$ cat src/hw/rtl/mgtc_pkg.sv
// ----------------------------------------------------------------------------
// mgtc_pkg
// Shared types, register indexes and helpers of the mains/generator
// transfer controller.
// ----------------------------------------------------------------------------
package mgtc_pkg;

    localparam int LEVEL_BITS = 17;
    localparam int TIMER_BITS = 8;
    localparam int TICK_W     = 6;
    localparam int RETRY_W    = 2;
    localparam int HOLD_W     = 7;
    localparam int CFG_IDX_W  = 3;
    localparam int CFG_DATA_W = 17;
    localparam int LEN_W      = (TIMER_BITS > 9) ? TIMER_BITS : 9;

    // configuration register indexes
    localparam logic [CFG_IDX_W-1:0] CFG_LEVEL_THRESHOLD   = 3'd0;
    localparam logic [CFG_IDX_W-1:0] CFG_SWITCH_DELAY      = 3'd1;
    localparam logic [CFG_IDX_W-1:0] CFG_CRANK_BASE        = 3'd2;
    localparam logic [CFG_IDX_W-1:0] CFG_CRANK_STEP        = 3'd3;
    localparam logic [CFG_IDX_W-1:0] CFG_CRANK_RETRIES     = 3'd4;
    localparam logic [CFG_IDX_W-1:0] CFG_SETTLE            = 3'd5;

    // sequence phases
    localparam logic [1:0] PH_NORMAL = 2'd0;
    localparam logic [1:0] PH_CRANK  = 2'd1;
    localparam logic [1:0] PH_SETTLE = 2'd2;

    typedef struct packed {
        logic [LEVEL_BITS-1:0] mains_level;
        logic [LEVEL_BITS-1:0] generator_level;
        logic                  button_pressed;
    } t_in_item;

    typedef struct packed {
        logic mains_present_lamp;
        logic generator_present_lamp;
        logic auto_lamp;
        logic generator_run;
        logic crank_relay;
        logic load_on_generator;
    } t_out_item;

    typedef struct packed {
        logic [LEVEL_BITS-1:0] level_threshold;
        logic [TICK_W-1:0]     switch_delay_ticks;
        logic [TICK_W-1:0]     crank_base_ticks;
        logic [TICK_W-1:0]     crank_step_ticks;
        logic [RETRY_W-1:0]    crank_retries;
        logic [TICK_W-1:0]     settle_ticks;
    } t_cfg;

    // Timer load for a crank: length minus one, zero length counts as one,
    // saturated to the timer range.
    function automatic logic [TIMER_BITS-1:0] crank_load(
        input logic [TICK_W-1:0]  base,
        input logic [TICK_W-1:0]  step,
        input logic [RETRY_W-1:0] att
    );
        logic [LEN_W-1:0] len;
        logic [LEN_W-1:0] last;
        len  = LEN_W'(base) + LEN_W'(step) * LEN_W'(att);
        last = (len == '0) ? '0 : len - LEN_W'(1);
        if (last > LEN_W'({TIMER_BITS{1'b1}})) begin
            return {TIMER_BITS{1'b1}};
        end
        return TIMER_BITS'(last);
    endfunction

endpackage

$ cat src/hw/rtl/mgtc_cfg.sv
// ----------------------------------------------------------------------------
// mgtc_cfg
// Configuration register bank, written by index, reset to defaults.
// ----------------------------------------------------------------------------
module mgtc_cfg
    import mgtc_pkg::*;
(
    input  logic                  i_clk,
    input  logic                  i_rst_n,
    input  logic                  i_cfg_we,
    input  logic [CFG_IDX_W-1:0]  i_cfg_index,
    input  logic [CFG_DATA_W-1:0] i_cfg_data,
    output t_cfg                  o_cfg
);

    t_cfg r_cfg;
    t_cfg n_cfg;

    always_comb begin
        n_cfg = r_cfg;
        if (i_cfg_we) begin
            case (i_cfg_index)
                CFG_LEVEL_THRESHOLD:   n_cfg.level_threshold    = LEVEL_BITS'(i_cfg_data);
                CFG_SWITCH_DELAY:      n_cfg.switch_delay_ticks = i_cfg_data[TICK_W-1:0];
                CFG_CRANK_BASE:        n_cfg.crank_base_ticks   = i_cfg_data[TICK_W-1:0];
                CFG_CRANK_STEP:        n_cfg.crank_step_ticks   = i_cfg_data[TICK_W-1:0];
                CFG_CRANK_RETRIES:     n_cfg.crank_retries      = i_cfg_data[RETRY_W-1:0];
                CFG_SETTLE:            n_cfg.settle_ticks       = i_cfg_data[TICK_W-1:0];
                default:               n_cfg = r_cfg;
            endcase
        end
    end

    always_ff @(posedge i_clk) begin
        if (!i_rst_n) begin
            r_cfg.level_threshold    <= LEVEL_BITS'(15000);
            r_cfg.switch_delay_ticks <= TICK_W'(20);
            r_cfg.crank_base_ticks   <= TICK_W'(6);
            r_cfg.crank_step_ticks   <= TICK_W'(3);
            r_cfg.crank_retries      <= RETRY_W'(3);
            r_cfg.settle_ticks       <= TICK_W'(40);
        end else begin
            r_cfg <= n_cfg;
        end
    end

    assign o_cfg = r_cfg;

endmodule

$ cat src/hw/rtl/mgtc_core.sv
// ----------------------------------------------------------------------------
// mgtc_core
// Controller state and the per-tick update: level compare, button edge,
// run/stop hold counting, crank/settle sequence and load transfer.
// ----------------------------------------------------------------------------
module mgtc_core
    import mgtc_pkg::*;
(
    input  logic      i_clk,
    input  logic      i_rst_n,
    input  logic      i_advance,
    input  t_in_item  i_item,
    input  t_cfg      i_cfg,
    output t_out_item o_result
);

    logic                  r_auto_enabled,     n_auto_enabled;
    logic                  r_button_before,    n_button_before;
    logic                  r_run_commanded,    n_run_commanded;
    logic                  r_start_tried,      n_start_tried;
    logic                  r_load_transferred, n_load_transferred;
    logic [HOLD_W-1:0]     r_hold_count,       n_hold_count;
    logic [1:0]            r_phase,            n_phase;
    logic [RETRY_W-1:0]    r_attempt,          n_attempt;
    logic [TIMER_BITS-1:0] r_phase_timer,      n_phase_timer;
    logic                  r_mains_seen,       n_mains_seen;
    logic                  r_generator_seen,   n_generator_seen;

    logic                  btn_edge;
    logic                  mains_on;
    logic                  gen_on;
    logic                  crank;
    logic                  in_seq;
    logic [TIMER_BITS-1:0] settle_load;

    assign btn_edge = i_item.button_pressed & ~r_button_before;
    assign mains_on = i_item.mains_level > i_cfg.level_threshold;
    assign gen_on   = i_item.generator_level > i_cfg.level_threshold;
    assign settle_load = (i_cfg.settle_ticks == '0) ? TIMER_BITS'(1)
                                                    : TIMER_BITS'(i_cfg.settle_ticks);

    always_comb begin
        n_auto_enabled     = r_auto_enabled;
        n_button_before    = i_item.button_pressed;
        n_run_commanded    = r_run_commanded;
        n_start_tried      = r_start_tried;
        n_load_transferred = r_load_transferred;
        n_hold_count       = r_hold_count;
        n_phase            = r_phase;
        n_attempt          = r_attempt;
        n_phase_timer      = r_phase_timer;
        n_mains_seen       = r_mains_seen;
        n_generator_seen   = r_generator_seen;
        crank              = 1'b0;
        in_seq             = 1'b1;

        // crank phase: count down, then hand over to settle on the same tick
        if (r_phase == PH_CRANK) begin
            if (r_phase_timer != '0) begin
                n_phase_timer = r_phase_timer - TIMER_BITS'(1);
                crank         = 1'b1;
            end else begin
                n_phase       = PH_SETTLE;
                n_phase_timer = settle_load;
            end
        end

        if (n_phase == PH_SETTLE && !crank) begin
            n_mains_seen     = mains_on;
            n_generator_seen = gen_on;
            n_phase_timer    = n_phase_timer - TIMER_BITS'(1);
            if (n_phase_timer == '0) begin
                if (gen_on || mains_on ||
                    ({1'b0, r_attempt} + 3'd1) >= {1'b0, i_cfg.crank_retries}) begin
                    n_phase       = PH_NORMAL;
                    n_attempt     = '0;
                    n_start_tried = 1'b1;
                    n_hold_count  = '0;
                end else begin
                    n_attempt     = r_attempt + RETRY_W'(1);
                    n_phase       = PH_CRANK;
                    n_phase_timer = crank_load(i_cfg.crank_base_ticks,
                                               i_cfg.crank_step_ticks, n_attempt);
                    crank         = 1'b1;
                end
            end
        end else if (n_phase != PH_CRANK) begin
            n_phase          = PH_NORMAL;
            in_seq           = 1'b0;
            n_mains_seen     = mains_on;
            n_generator_seen = gen_on;
            if (btn_edge) begin
                n_auto_enabled = ~r_auto_enabled;
            end
            // drop the load from a dead generator first
            if (!gen_on) begin
                n_load_transferred = 1'b0;
            end

            if (mains_on) begin
                if (gen_on || r_run_commanded) begin
                    n_hold_count = r_hold_count + HOLD_W'(1);
                    if (n_hold_count > HOLD_W'(i_cfg.switch_delay_ticks)) begin
                        n_run_commanded = 1'b0;
                        n_start_tried   = 1'b0;
                        n_hold_count    = '0;
                    end
                end else begin
                    n_hold_count = '0;
                end
            end else if (!r_run_commanded) begin
                n_hold_count = r_hold_count + HOLD_W'(1);
                if (n_hold_count > HOLD_W'(i_cfg.switch_delay_ticks)) begin
                    n_run_commanded = 1'b1;
                    n_hold_count    = '0;
                end
            end else if (n_auto_enabled && !r_start_tried) begin
                n_hold_count = '0;
                in_seq       = 1'b1;
                if (gen_on || i_cfg.crank_retries == '0) begin
                    n_start_tried = 1'b1;
                end else begin
                    n_attempt     = '0;
                    n_phase       = PH_CRANK;
                    n_phase_timer = crank_load(i_cfg.crank_base_ticks,
                                               i_cfg.crank_step_ticks, '0);
                    crank         = 1'b1;
                end
            end else if (gen_on && !n_load_transferred) begin
                n_load_transferred = 1'b1;
                n_hold_count       = '0;
            end else begin
                n_hold_count = '0;
            end
        end
    end

    always_comb begin
        o_result.mains_present_lamp     = n_mains_seen;
        o_result.generator_present_lamp = n_generator_seen;
        o_result.auto_lamp              = (in_seq && n_phase != PH_NORMAL) ? crank
                                                                           : n_auto_enabled;
        o_result.generator_run          = n_run_commanded;
        o_result.crank_relay            = crank;
        o_result.load_on_generator      = n_load_transferred;
    end

    always_ff @(posedge i_clk) begin
        if (!i_rst_n) begin
            r_auto_enabled     <= 1'b0;
            r_button_before    <= 1'b0;
            r_run_commanded    <= 1'b0;
            r_start_tried      <= 1'b0;
            r_load_transferred <= 1'b0;
            r_hold_count       <= '0;
            r_phase            <= PH_NORMAL;
            r_attempt          <= '0;
            r_phase_timer      <= '0;
            r_mains_seen       <= 1'b0;
            r_generator_seen   <= 1'b0;
        end else if (i_advance) begin
            r_auto_enabled     <= n_auto_enabled;
            r_button_before    <= n_button_before;
            r_run_commanded    <= n_run_commanded;
            r_start_tried      <= n_start_tried;
            r_load_transferred <= n_load_transferred;
            r_hold_count       <= n_hold_count;
            r_phase            <= n_phase;
            r_attempt          <= n_attempt;
            r_phase_timer      <= n_phase_timer;
            r_mains_seen       <= n_mains_seen;
            r_generator_seen   <= n_generator_seen;
        end
    end

    // a cranking tick always leaves the sequence in crank phase
    a_crank_phase: assert property (@(posedge i_clk) disable iff (!i_rst_n)
        i_advance && crank |=> r_phase == PH_CRANK)
        else $error("crank relay on without crank phase");

    // attempts never reach the unused top code
    a_attempt_range: assert property (@(posedge i_clk) disable iff (!i_rst_n)
        r_attempt != 2'd3)
        else $error("attempt counter out of range");

    // load is only on the generator while the generator lamp is lit
    a_load_needs_gen: assert property (@(posedge i_clk) disable iff (!i_rst_n)
        r_load_transferred |-> r_generator_seen)
        else $error("load transferred to an absent generator");

    // state moves only when an item is processed
    a_state_hold: assert property (@(posedge i_clk) disable iff (!i_rst_n)
        !i_advance |=> $stable(r_phase) && $stable(r_hold_count) && $stable(r_phase_timer))
        else $error("controller state changed without an item");

endmodule

$ cat src/hw/rtl/mains_generator_transfer_control_top.sv
// Pipeline: an item accepted into the input register moves through the core
// into the result register once that register is free or draining (two
// register stages: input register, result register).
// Throughput: one item per cycle while the output is not stalled; the
// per-tick update is a single pass of compare and counter logic between
// the two registers. Reset (i_rst_n low, synchronous): controller state
// cleared, registers back to their defaults, both pipeline stages emptied.
// ----------------------------------------------------------------------------
// mains_generator_transfer_control_top
// Automatic transfer switch controller with valid/stall item channels and a
// configuration write port.
// ----------------------------------------------------------------------------
module mains_generator_transfer_control_top
    import mgtc_pkg::*;
(
    input  logic                  i_clk,
    input  logic                  i_rst_n,
    input  logic                  i_cfg_we,
    input  logic [CFG_IDX_W-1:0]  i_cfg_index,
    input  logic [CFG_DATA_W-1:0] i_cfg_data,
    input  logic                  i_in_valid,
    output logic                  o_in_stall,
    input  t_in_item              i_in_data,
    output logic                  o_out_valid,
    input  logic                  i_out_stall,
    output t_out_item             o_out_data
);

    t_cfg      cfg;
    t_out_item result;
    logic      advance;
    logic      in_accept;

    logic      r_in_valid,  n_in_valid;
    t_in_item  r_in_item;
    logic      r_out_valid, n_out_valid;
    t_out_item r_out_item;

    mgtc_cfg u_cfg (
        .i_clk       (i_clk),
        .i_rst_n     (i_rst_n),
        .i_cfg_we    (i_cfg_we),
        .i_cfg_index (i_cfg_index),
        .i_cfg_data  (i_cfg_data),
        .o_cfg       (cfg)
    );

    mgtc_core u_core (
        .i_clk     (i_clk),
        .i_rst_n   (i_rst_n),
        .i_advance (advance),
        .i_item    (r_in_item),
        .i_cfg     (cfg),
        .o_result  (result)
    );

    // advance the held item whenever the result register is free or draining
    assign advance    = r_in_valid && (!r_out_valid || !i_out_stall);
    assign o_in_stall = r_in_valid && !advance;
    assign in_accept  = i_in_valid && !o_in_stall;

    always_comb begin
        n_in_valid = r_in_valid;
        if (in_accept) begin
            n_in_valid = 1'b1;
        end else if (advance) begin
            n_in_valid = 1'b0;
        end
        n_out_valid = r_out_valid;
        if (advance) begin
            n_out_valid = 1'b1;
        end else if (!i_out_stall) begin
            n_out_valid = 1'b0;
        end
    end

    always_ff @(posedge i_clk) begin
        if (!i_rst_n) begin
            r_in_valid  <= 1'b0;
            r_out_valid <= 1'b0;
        end else begin
            r_in_valid  <= n_in_valid;
            r_out_valid <= n_out_valid;
        end
    end

    always_ff @(posedge i_clk) begin
        if (in_accept) begin
            r_in_item <= i_in_data;
        end
        if (advance) begin
            r_out_item <= result;
        end
    end

    assign o_out_valid = r_out_valid;
    assign o_out_data  = r_out_item;

endmodule

$ cat config.mk
export PLATFORM = sky130hd
export DESIGN_NAME = mains_generator_transfer_control_top
export DESIGN_NICKNAME = d
export VERILOG_FILES = /design/src/hw/rtl/mgtc_pkg.sv /design/src/hw/rtl/mgtc_cfg.sv /design/src/hw/rtl/mgtc_core.sv /design/src/hw/rtl/mains_generator_transfer_control_top.sv
export SDC_FILE = /design/constraint.sdc
export NUM_CORES = 1
export LEC_CHECK = 0
export BUFFER_PORTS_ARGS = -buffer_cell sky130_fd_sc_hd__buf_2
export CORE_MARGIN = 2
export CORE_UTILIZATION = 42
export CTS_CLUSTER_SIZE = 8
export DETAILED_ROUTE_END_ITERATION = 16
export PLACE_DENSITY = 0.68
export SLEW_MARGIN = 20
export SYNTH_ARGS = -nofsm -noshare
export SYNTH_HDL_FRONTEND = slang
export SYNTH_SLANG_ARGS = --single-unit
$ cat constraint.sdc
create_clock -name i_clk -period 5.53 [get_ports i_clk]
set_clock_uncertainty 0.05 [all_clocks]
set_input_delay 0.553 -clock i_clk [delete_from_list [all_inputs] [get_ports i_clk]]
set_output_delay 0.553 -clock i_clk [all_outputs]
set_load 0.01 [all_outputs]
==> impl_metrics.py, run 1 <==
metrics = {
    "critical_path": {
        "critical_path.slowest_cell": "nor4_1",
        "timing.critical_path.fanout_max": 11,
        "cp_cell_sequence": "ha_1, and2_1, fa_1, ha_1, inv_1, fa_1, nand2b_1, a21oi_1, xor2_1, nor4_1, a21o_1, nand4_1, a31oi_1, o221a_2",
        "cp-end-kind": "flip-flop",
        "criticalPathCategory": "flip-flop to flip-flop",
        "slowest_stage_delay_cp_ps": 610,
        "timing.critical_path.from_type": "flip-flop",
        "worst_path_buffer_plus_inverter_count": 1,
        "cp.arrival_ps": 4590,
        "cp.required_ps": 5800,
        "path_delay_family": "adder cells",
    },
    "yosys": {
        "synth_warnings": 0,
        "yosys_register_bits": 112,
        "yosysSeqAreaShare": 0.384,
        "netlist_instances": 763,
        "post_synth_edffs": 41,
        "yosysTopAreaCell": "dfxtp_1",
        "netlist.area_leader.share": 0.206,
        "mappedNetlistArea_sq_um": 6910,
        "ys_async_sr_fraction": 0,
        "ys.flop_type": "dfxtp_1",
        "synthTopCellsByArea": "dfxtp_1 (21%), edfxtp_1 (18%), ha_1 (10%), nand2_1 (5.2%), a21oi_1 (3.7%)",
        "synth_area_per_cell_sq_um": 9.05,
        "mappedNetlistNets": 887,
        "synth.distinct_cells": 75,
    },
    "layout": {
        "fraction_of_final_layout_cells_with_drive_strength_greater_than_1": 0.134,
        "final_nets": 948,
        "layout.core_utilization": 0.484,
        "finalInstanceArea_sq_um": 7740,
        "syn2layout_area_growth_pct": 12.1,
        "fin_cells": 1045,
        "number_of_diodes": 0,
    },
    "clock_tree": {
        "tritoncts": "done",
        "cts-root-to-sink-buffers": 2,
        "clock_sinks": 112,
        "cts.repair.resized": 0,
        "cts_root_buffer": "clkbuf_16",
        "tritoncts.num_buffers": 9,
        "clk_latency_ps": 370,
        "h-tree-depth": 3,
        "post_cts_hold_buffer_count": 0,
        "worst_setup_hold_path_clk_slew_ps": 80,
        "postCtsSetupRepairBufs": 0,
    },
    "floorplan": {
        "row_count": 46,
        "die_width_microns": 132,
        "initial_core_util": 0.432,
        "floorplan.die_area_sq_um": 17500,
        "die_y_microns": 132,
        "placeableCoreArea_sq_um": 16000,
        "num_io_pins": 68,
    },
    "sta": {
        "timing.hold.ws_ps": 308,
        "hold_viol": 0,
        "timing.fmax_mhz": 231,
        "setup_tns_final_ps": 0,
        "layout_min_cycle_time_ps": 4320,
        "setup-violations-final": 0,
        "finalCritPeriodShare": 0.781,
        "maxSlewHeadroom": 0.343,
        "slew_violations": 0,
        "worst_slack_ps": 1210,
        "setup_repair_after_global_routing_missed_its_margin": "no",
        "tightest_slew_ps": 975,
    },
    "global_routing": {
        "pin_count_of_the_biggest_net_entering_global_routing": 40,
        "gr-total-overflow": 0,
        "grt_pass1_wl_mm": 27.4,
        "antenna_found_initial": 0,
        "grt_pass1_vias": 5356,
        "total_global_routing_track_utilization": 0.194,
    },
    "drt": {
        "drt.antenna.violating_nets": 0,
        "routed_via_density": 5.44,
        "drtPass1Iterations": 5,
        "route.detailed.wl_per_inst_microns": 15.7,
        "detail_route.iter0.violations": 495,
        "route.final.wire_length_mm": 16.4,
        "drc": 0,
        "dr_total_vias": 5688,
    },
    "placement": {
        "gp_routability_congestion": 0.905,
        "port_buffers": 67,
        "pre_cts_ws_ps": 1270,
        "dpl-instance-area_sq_um": 7460,
        "dp_cells": 1029,
        "place_hpwl_mm": 12.4,
    },
    "power": {
        "share_of_power_burned_in_the_clock_network": 0.334,
        "seqPwrFrac": 0.485,
        "power-per-cell-area_nw_per_um2": 244,
        "switching_share": 0.291,
        "power.static_leakage_nw": 3.18,
        "power.net_switching_mw": 0.548,
        "cell_internal_pwr_mw": 1.34,
        "power_mw": 1.89,
        "irDropWorstVdd_mv": 0.202,
        "comb_power_share": 0.181,
    },
    "status": {
        "run_status": "finished, final reports clean",
    },
    "min_path": {
        "timing.hold.worst.class": "primary input to flip-flop",
    },
    "job": {
        "max-cap-violations": 0,
    },
}
-- worst paths after layout --
kind,depth (start not counted),end,slack [ps],from
hold reg to reg,2,u_cfg.o_cfg[25],400,u_cfg.o_cfg[25]
setup reg to reg,14,u_core.r_phase_timer[5],1210,u_core.r_attempt[0]
setup / recovery,14,u_core.r_phase_timer[5],1210,u_core.r_attempt[0]
hold / removal,1,r_in_item[26],310,i_in_data[26]
-- cells in the final DEF (no fill, tap or decap), types with 13 or more instances in the layout --
master,Yosys,routed
o21ai_0,23,23
a21oi_1,51,51
mux2i_1,25,25
inv_1,58,58
o211ai_1,18,18
nor2_1,66,66
nand4_1,14,14
ha_1,57,57
dfxtp_1,71,71
buf_2,3,67
nand2_1,96,96
edfxtp_1,41,41
xnor2_1,13,13
nand3_1,18,18
nor3_1,23,22
-- layout make-up --
class | instances | area (sq um)
Tap cell | 216 | 270
Clock buffer | 9 | 225
Inverter | 58 | 218
Fill cell | 1574 | 8260
Timing Repair Buffer | 71 | 365
Clock inverter | 7 | 55.1
Sequential cell | 112 | 2650
Multi-Input combinational cell | 572 | 3960
-- cell families after synthesis --
logic type / Yosys count / share of synthesized area
buffers and inverters: 79 / 0.0446
flip-flops: 112 / 0.384
XOR/XNOR: 21 / 0.0277
adder cells (fa/ha/maj): 64 / 0.124
AND/OR/NAND/NOR: 287 / 0.206
multiplexers: 30 / 0.0444
AO/OA/AOI/OAI: 170 / 0.170
-- layer usage --
layer,GRT usage,vias up,wire [microns]
met5,0,-,0
met4,0.0448,0,166
met3,0.0504,12,1060
met2,0.299,167,7220
met1,0.273,2633,7960
li1,-,2876,-
-- cell usage after synthesis (6+ instances only) --
cell type,number
a21oi_1,51
o211ai_1,18
a211oi_1,9
clkbuf_1,17
a21o_1,9
and2_1,6
nand2_1,96
nand2b_1,12
nor2_1,66
inv_1,58
and3_1,6
nor2b_1,10
o21ai_0,23
a31oi_1,6
dfxtp_1,71
edfxtp_1,41
nand3_1,18
nor4_1,6
ha_1,57
mux2i_1,25
nand4_1,14
xnor2_1,13
xor2_1,7
nor3_1,23
fa_1,7
-- power by group through the flow --
stage / Sequential, mW / Clock, mW / Combinational [mW]
final: 0.914 / 0.631 / 0.341
after global routing: 0.918 / 0.681 / 0.379
after CTS: 0.914 / 0.646 / 0.338
after detailed placement: 0.933 / 0 / 0.336
after global placement: 0.932 / 0 / 0.333
after floorplan: 0.926 / 0 / 0.244
-- state kept, by name (all words and copies together) (netlist names) --
register and flops:
u_core.r_auto_enabled 1, r_in_item 35, u_core.r_run_commanded 1, u_cfg.o_cfg 43, o_out_data 6, u_core.r_start_tried 1, u_core.r_phase_timer 8, u_core.r_attempt 2
u_core.r_load_transferred 1, u_core.r_button_before 1, u_core.r_generator_seen 1, r_in_valid 1, o_out_valid 1, u_core.r_mains_seen 1, u_core.r_hold_count 7, u_core.r_phase 2
-- worst reg2reg max path, cell delays in order (launching register included) --
cell	delay (ps)
dfxtp_1	540
ha_1	370
and2_1	210
fa_1	510
ha_1	170
inv_1	50
fa_1	390
nand2b_1	160
a21oi_1	380
xor2_1	220
nor4_1	610
a21o_1	140
nand4_1	90
a31oi_1	200
o221a_2	180
No activity file was read; power rests on OpenSTA's default activity.
==> inputs of run 2 (changes only) <==
Settings changed: PLACE_DENSITY 0.68 to 0.7.
Clock period 5.53 ns to 3.65 ns, I/O delays scaled along.
==> impl_metrics.py, run 2 (same netlist as run 1, synthesis figures left out) <==
metrics = {
    "status": {
        "run_status": "finished, final reports clean",
    },
    "floorplan": {
        "floorplan.die_area_sq_um": 17500,
        "initial_core_util": 0.432,
        "die_y_microns": 132,
        "row_count": 46,
        "die_width_microns": 132,
        "num_io_pins": 68,
        "placeableCoreArea_sq_um": 16000,
    },
    "drt": {
        "route.detailed.wl_per_inst_microns": 15.9,
        "drtPass1Iterations": 5,
        "routed_via_density": 5.48,
        "dr_total_vias": 5877,
        "drc": 0,
        "detail_route.iter0.violations": 408,
        "drt.antenna.violating_nets": 0,
        "route.final.wire_length_mm": 17.1,
    },
    "sta": {
        "slew_violations": 0,
        "timing.fmax_mhz": 284,
        "setup_repair_after_global_routing_missed_its_margin": "yes",
        "maxSlewHeadroom": 0.309,
        "hold_viol": 0,
        "finalCritPeriodShare": 0.964,
        "tightest_slew_ps": 1030,
        "layout_min_cycle_time_ps": 3520,
        "setup-violations-final": 0,
        "setup_tns_final_ps": 0,
    },
    "clock_tree": {
        "clk_latency_ps": 360,
        "tritoncts": "done",
        "clock_sinks": 112,
        "cts_root_buffer": "clkbuf_16",
        "cts-root-to-sink-buffers": 2,
        "worst_setup_hold_path_clk_slew_ps": 80,
        "post_cts_hold_buffer_count": 0,
        "tritoncts.num_buffers": 9,
        "h-tree-depth": 3,
    },
    "critical_path": {
        "worst_path_buffer_plus_inverter_count": 1,
        "timing.critical_path.from_type": "flip-flop",
        "path_delay_family": "adder cells",
        "cp.required_ps": 3910,
        "critical_path.slowest_cell": "fa_2",
        "cp_cell_sequence": "ha_4, and2_1, fa_1, ha_1, inv_1, fa_2, nand3_2, a2111o_1, nor4_4, a21o_1, nand4_1, a31oi_1, o221a_2",
        "criticalPathCategory": "flip-flop to flip-flop",
        "timing.critical_path.fanout_max": 6,
        "cp.arrival_ps": 3780,
        "cp-end-kind": "flip-flop",
        "slowest_stage_delay_cp_ps": 600,
    },
    "power": {
        "switching_share": 0.296,
        "comb_power_share": 0.191,
        "share_of_power_burned_in_the_clock_network": 0.337,
        "power.static_leakage_nw": 3.32,
        "irDropWorstVdd_mv": 0.335,
        "power-per-cell-area_nw_per_um2": 364,
        "seqPwrFrac": 0.472,
        "cell_internal_pwr_mw": 2.07,
        "power.net_switching_mw": 0.868,
    },
    "layout": {
        "layout.cells.most_common": "nand2_1",
        "final_cell_mix": "nand2_1 (96), dfxtp_1 (69), buf_2 (67), nor2_1 (66), inv_1 (58)",
        "largest_register_ff_count": 43,
        "layout.core_utilization": 0.504,
        "number_of_diodes": 0,
        "finalInstanceArea_sq_um": 8060,
        "seq_area_sq_um": 2660,
        "multiInputGateArea_sq_um": 4050,
        "final_nets": 975,
        "syn2layout_area_growth_pct": 16.7,
        "layout.filler_cells": 1556,
        "fraction_of_final_layout_cells_with_drive_strength_greater_than_1": 0.181,
        "fin_cells": 1072,
    },
    "global_routing": {
        "total_global_routing_track_utilization": 0.198,
        "antenna_found_initial": 0,
        "grt_pass1_vias": 5642,
        "gr-total-overflow": 0,
        "grt_pass1_wl_mm": 27.9,
        "pin_count_of_the_biggest_net_entering_global_routing": 40,
    },
    "placement": {
        "port_buffers": 67,
        "dpl-instance-area_sq_um": 7670,
        "place_hpwl_mm": 12.9,
        "dp_cells": 1054,
        "gp_routability_congestion": 0.927,
    },
    "job": {
        "max-cap-violations": 0,
    },
    "min_path": {
        "timing.hold.worst.class": "primary input to flip-flop",
    },
}
## run 2: cell types whose count changed in the layout (fill, tap and decap cells not counted), moves of 2 or more
cell / previous run / this run
clkinv_1: 2 / 0
dfxtp_2: 0 / 2
xor2_1: 7 / 5
ha_1: 57 / 55
dfxtp_1: 71 / 69
buf_4: 4 / 31
## run 2: cell type report
| class | instances | area share |
|---|---|---|
| clock inverter | 7 | 0.00885 |
| timing repair buffer | 98 | 0.0705 |
| inverter | 58 | 0.0270 |
| multi-input combinational | 572 | 0.503 |
| sequential | 112 | 0.329 |
| tap | 216 | 0.0335 |
| clock buffer | 9 | 0.0279 |
## run 2: layer usage
layer | wire [microns] | vias up | track usage
li1 | - | 2928 | -
met1 | 7800 | 2731 | 0.261
met2 | 7740 | 193 | 0.321
met3 | 1240 | 25 | 0.0581
met4 | 299 | 0 | 0.0484
met5 | 0 | - | 0
## run 2: power groups by stage
stage / clock network, mW / registers (mW) / logic (mW)
2_1_floorplan: 0 / 1.40 / 0.372
3_3_place_gp: 0 / 1.41 / 0.538
3_5_place_dp: 0 / 1.41 / 0.541
4_1_cts: 1.00 / 1.38 / 0.549
5_1_grt: 1.05 / 1.39 / 0.620
6_report: 0.989 / 1.38 / 0.561
## run 2: final timing paths
| check | startpoint | to | slack [ps] | depth (start not counted) |
|---|---|---|---|---|
| setup / recovery | u_core.r_attempt[0] | u_core.r_phase_timer[5] | 130 | 13 |
| setup reg to reg | u_core.r_attempt[0] | u_core.r_phase_timer[5] | 130 | 13 |
| hold / removal | i_in_data[10] | r_in_item[10] | 120 | 1 |
| hold reg to reg | u_cfg.o_cfg[41] | u_cfg.o_cfg[41] | 410 | 2 |
## run 2: what timing repair did
action                                  4_1_cts  5_1_grt
setup buffers                                 1        1
endpoints found under the setup margin        1       10
pin swaps                                     2        8
resized for setup                             2       13
gates cloned                                  0        0
## run 2: per-stage QoR
step	hold WS, ps	power [mW]	setup WS (ps)
2_1_floorplan	386	1.78	47.3
3_3_place_gp	393	1.95	80.6
3_5_place_dp	398	1.95	-15.8
4_1_cts	115	2.94	7.90
5_1_grt	107	3.06	-14.4
6_report	124	2.93	131
==> inputs of run 3 (changes only) <==
Settings changed: CTS_BUF_LIST from default to sky130_fd_sc_hd__clkbuf_8.
==> impl_metrics.py, run 3 (same netlist as run 1, synthesis figures left out) <==
metrics = {
    "status": {
        "run_status": "finished, final reports clean",
    },
    "critical_path": {
        "cp.required_ps": 3950,
        "timing.critical_path.from_type": "flip-flop",
        "criticalPathCategory": "flip-flop to flip-flop",
        "critical_path.slowest_cell": "fa_2",
        "cp-end-kind": "flip-flop",
        "path_delay_family": "adder cells",
        "timing.critical_path.fanout_max": 6,
        "cp_cell_sequence": "ha_4, and2_1, fa_1, ha_2, inv_1, fa_2, nand3_2, a2111o_1, nor4_4, a21o_1, nand4_1, a31oi_1, o221a_2",
        "worst_path_buffer_plus_inverter_count": 1,
        "cp.arrival_ps": 3800,
        "slowest_stage_delay_cp_ps": 600,
    },
    "placement": {
        "dp_cells": 1054,
        "pre_cts_ws_ps": -15.8,
        "port_buffers": 67,
        "place_hpwl_mm": 12.9,
        "gp_routability_congestion": 0.927,
        "dpl-instance-area_sq_um": 7670,
    },
    "power": {
        "irDropWorstVdd_mv": 0.298,
        "share_of_power_burned_in_the_clock_network": 0.277,
        "power-per-cell-area_nw_per_um2": 339,
        "switching_share": 0.313,
        "comb_power_share": 0.209,
        "power_mw": 2.69,
        "power.net_switching_mw": 0.842,
        "power.static_leakage_nw": 3.27,
        "cell_internal_pwr_mw": 1.85,
        "seqPwrFrac": 0.514,
    },
    "sta": {
        "tightest_slew_ps": 1020,
        "timing.fmax_mhz": 286,
        "layout_min_cycle_time_ps": 3500,
        "finalCritPeriodShare": 0.959,
        "timing.hold.ws_ps": 85.1,
        "worst_slack_ps": 150,
        "hold_viol": 0,
        "setup_tns_final_ps": 0,
        "setup-violations-final": 0,
        "maxSlewHeadroom": 0.321,
        "slew_violations": 0,
    },
    "drt": {
        "dr_total_vias": 5905,
        "route.detailed.wl_per_inst_microns": 15.9,
        "route.final.wire_length_mm": 17.1,
        "detail_route.iter0.violations": 478,
        "highest-signal-layer": "met4",
        "drc": 0,
        "dr_wl_met3_mm": 1.33,
        "routed_via_density": 5.51,
        "drtPass1Iterations": 5,
        "drt.antenna.violating_nets": 0,
        "drt-met1-wl_mm": 7.71,
        "wl_met2_mm": 7.67,
    },
    "floorplan": {
        "placeableCoreArea_sq_um": 16000,
        "die_y_microns": 132,
        "row_count": 46,
        "num_io_pins": 68,
        "floorplan.die_area_sq_um": 17500,
        "initial_core_util": 0.432,
        "die_width_microns": 132,
    },
    "layout": {
        "fraction_of_final_layout_cells_with_drive_strength_greater_than_1": 0.179,
        "number_of_diodes": 0,
        "layout.core_utilization": 0.496,
        "fin_cells": 1071,
        "final_nets": 974,
        "finalInstanceArea_sq_um": 7940,
        "layout.cells.most_common": "nand2_1",
        "largest_register_ff_count": 43,
        "final_cell_mix": "nand2_1 (96), dfxtp_1 (69), buf_2 (67), nor2_1 (66), inv_1 (58)",
        "layout.filler_cells": 1564,
        "syn2layout_area_growth_pct": 15.0,
    },
    "clock_tree": {
        "h-tree-depth": 3,
        "tritoncts.num_buffers": 9,
        "tritoncts": "done",
        "worst_setup_hold_path_clk_slew_ps": 110,
        "post_cts_hold_buffer_count": 0,
        "cts-root-to-sink-buffers": 2,
        "cts_root_buffer": "clkbuf_8",
        "clk_latency_ps": 390,
        "clock_sinks": 112,
    },
    "job": {
        "max-cap-violations": 0,
    },
    "min_path": {
        "timing.hold.worst.class": "primary input to flip-flop",
    },
    "global_routing": {
        "grt_pass1_wl_mm": 27.9,
        "pin_count_of_the_biggest_net_entering_global_routing": 40,
        "total_global_routing_track_utilization": 0.197,
        "antenna_found_initial": 0,
        "grt_pass1_vias": 5659,
        "gr-total-overflow": 0,
    },
}
==> run 3: cell types whose count changed in the layout (fill, tap and decap cells not counted), sizes merged <==
cell  before  now
buf       98   97
==> run 3: path summary, 6_finish.rpt <==
check                                 end  cells past startpoint  slack [ps]                start
hold / removal              r_in_item[10]                      1          90        i_in_data[10]
setup / recovery  u_core.r_phase_timer[5]                     13         150  u_core.r_attempt[0]
hold reg to reg           u_cfg.o_cfg[41]                      2         410      u_cfg.o_cfg[41]
setup reg to reg  u_core.r_phase_timer[5]                     13         150  u_core.r_attempt[0]
==> run 3: repair_timing <==
action / 4_1_cts / 5_1_grt
endpoints found under the setup margin: 2 / 10
buffers inserted: 1 / 0
pin swaps: 2 / 13
resized for setup: 2 / 11
==> run 3: layout make-up <==
| cell class | instances | area, sq um | area share |
|---|---|---|---|
| clock buffer | 9 | 124 | 0.0156 |
| clock inverter | 7 | 71.3 | 0.00898 |
| inverter | 58 | 218 | 0.0274 |
| multi-input combinational | 572 | 4040 | 0.509 |
| sequential | 112 | 2660 | 0.334 |
| tap | 216 | 270 | 0.0340 |
| timing repair buffer | 97 | 564 | 0.0711 |
==> run 3: routing by layer <==
layer  vias up  track usage
met3        27       0.0511
li1       2924            -
met1      2735        0.262
met5         -            0
met4         0       0.0573
met2       219        0.318
==> run 3: power by group through the flow <==
stage / clock network [mW] / registers, mW / logic (mW)
finish: 0.746 / 1.38 / 0.561
floorplan: 0 / 1.40 / 0.372
global placement: 0 / 1.41 / 0.538
CTS: 0.759 / 1.38 / 0.548
global route: 0.808 / 1.39 / 0.619
detailed placement: 0 / 1.41 / 0.541
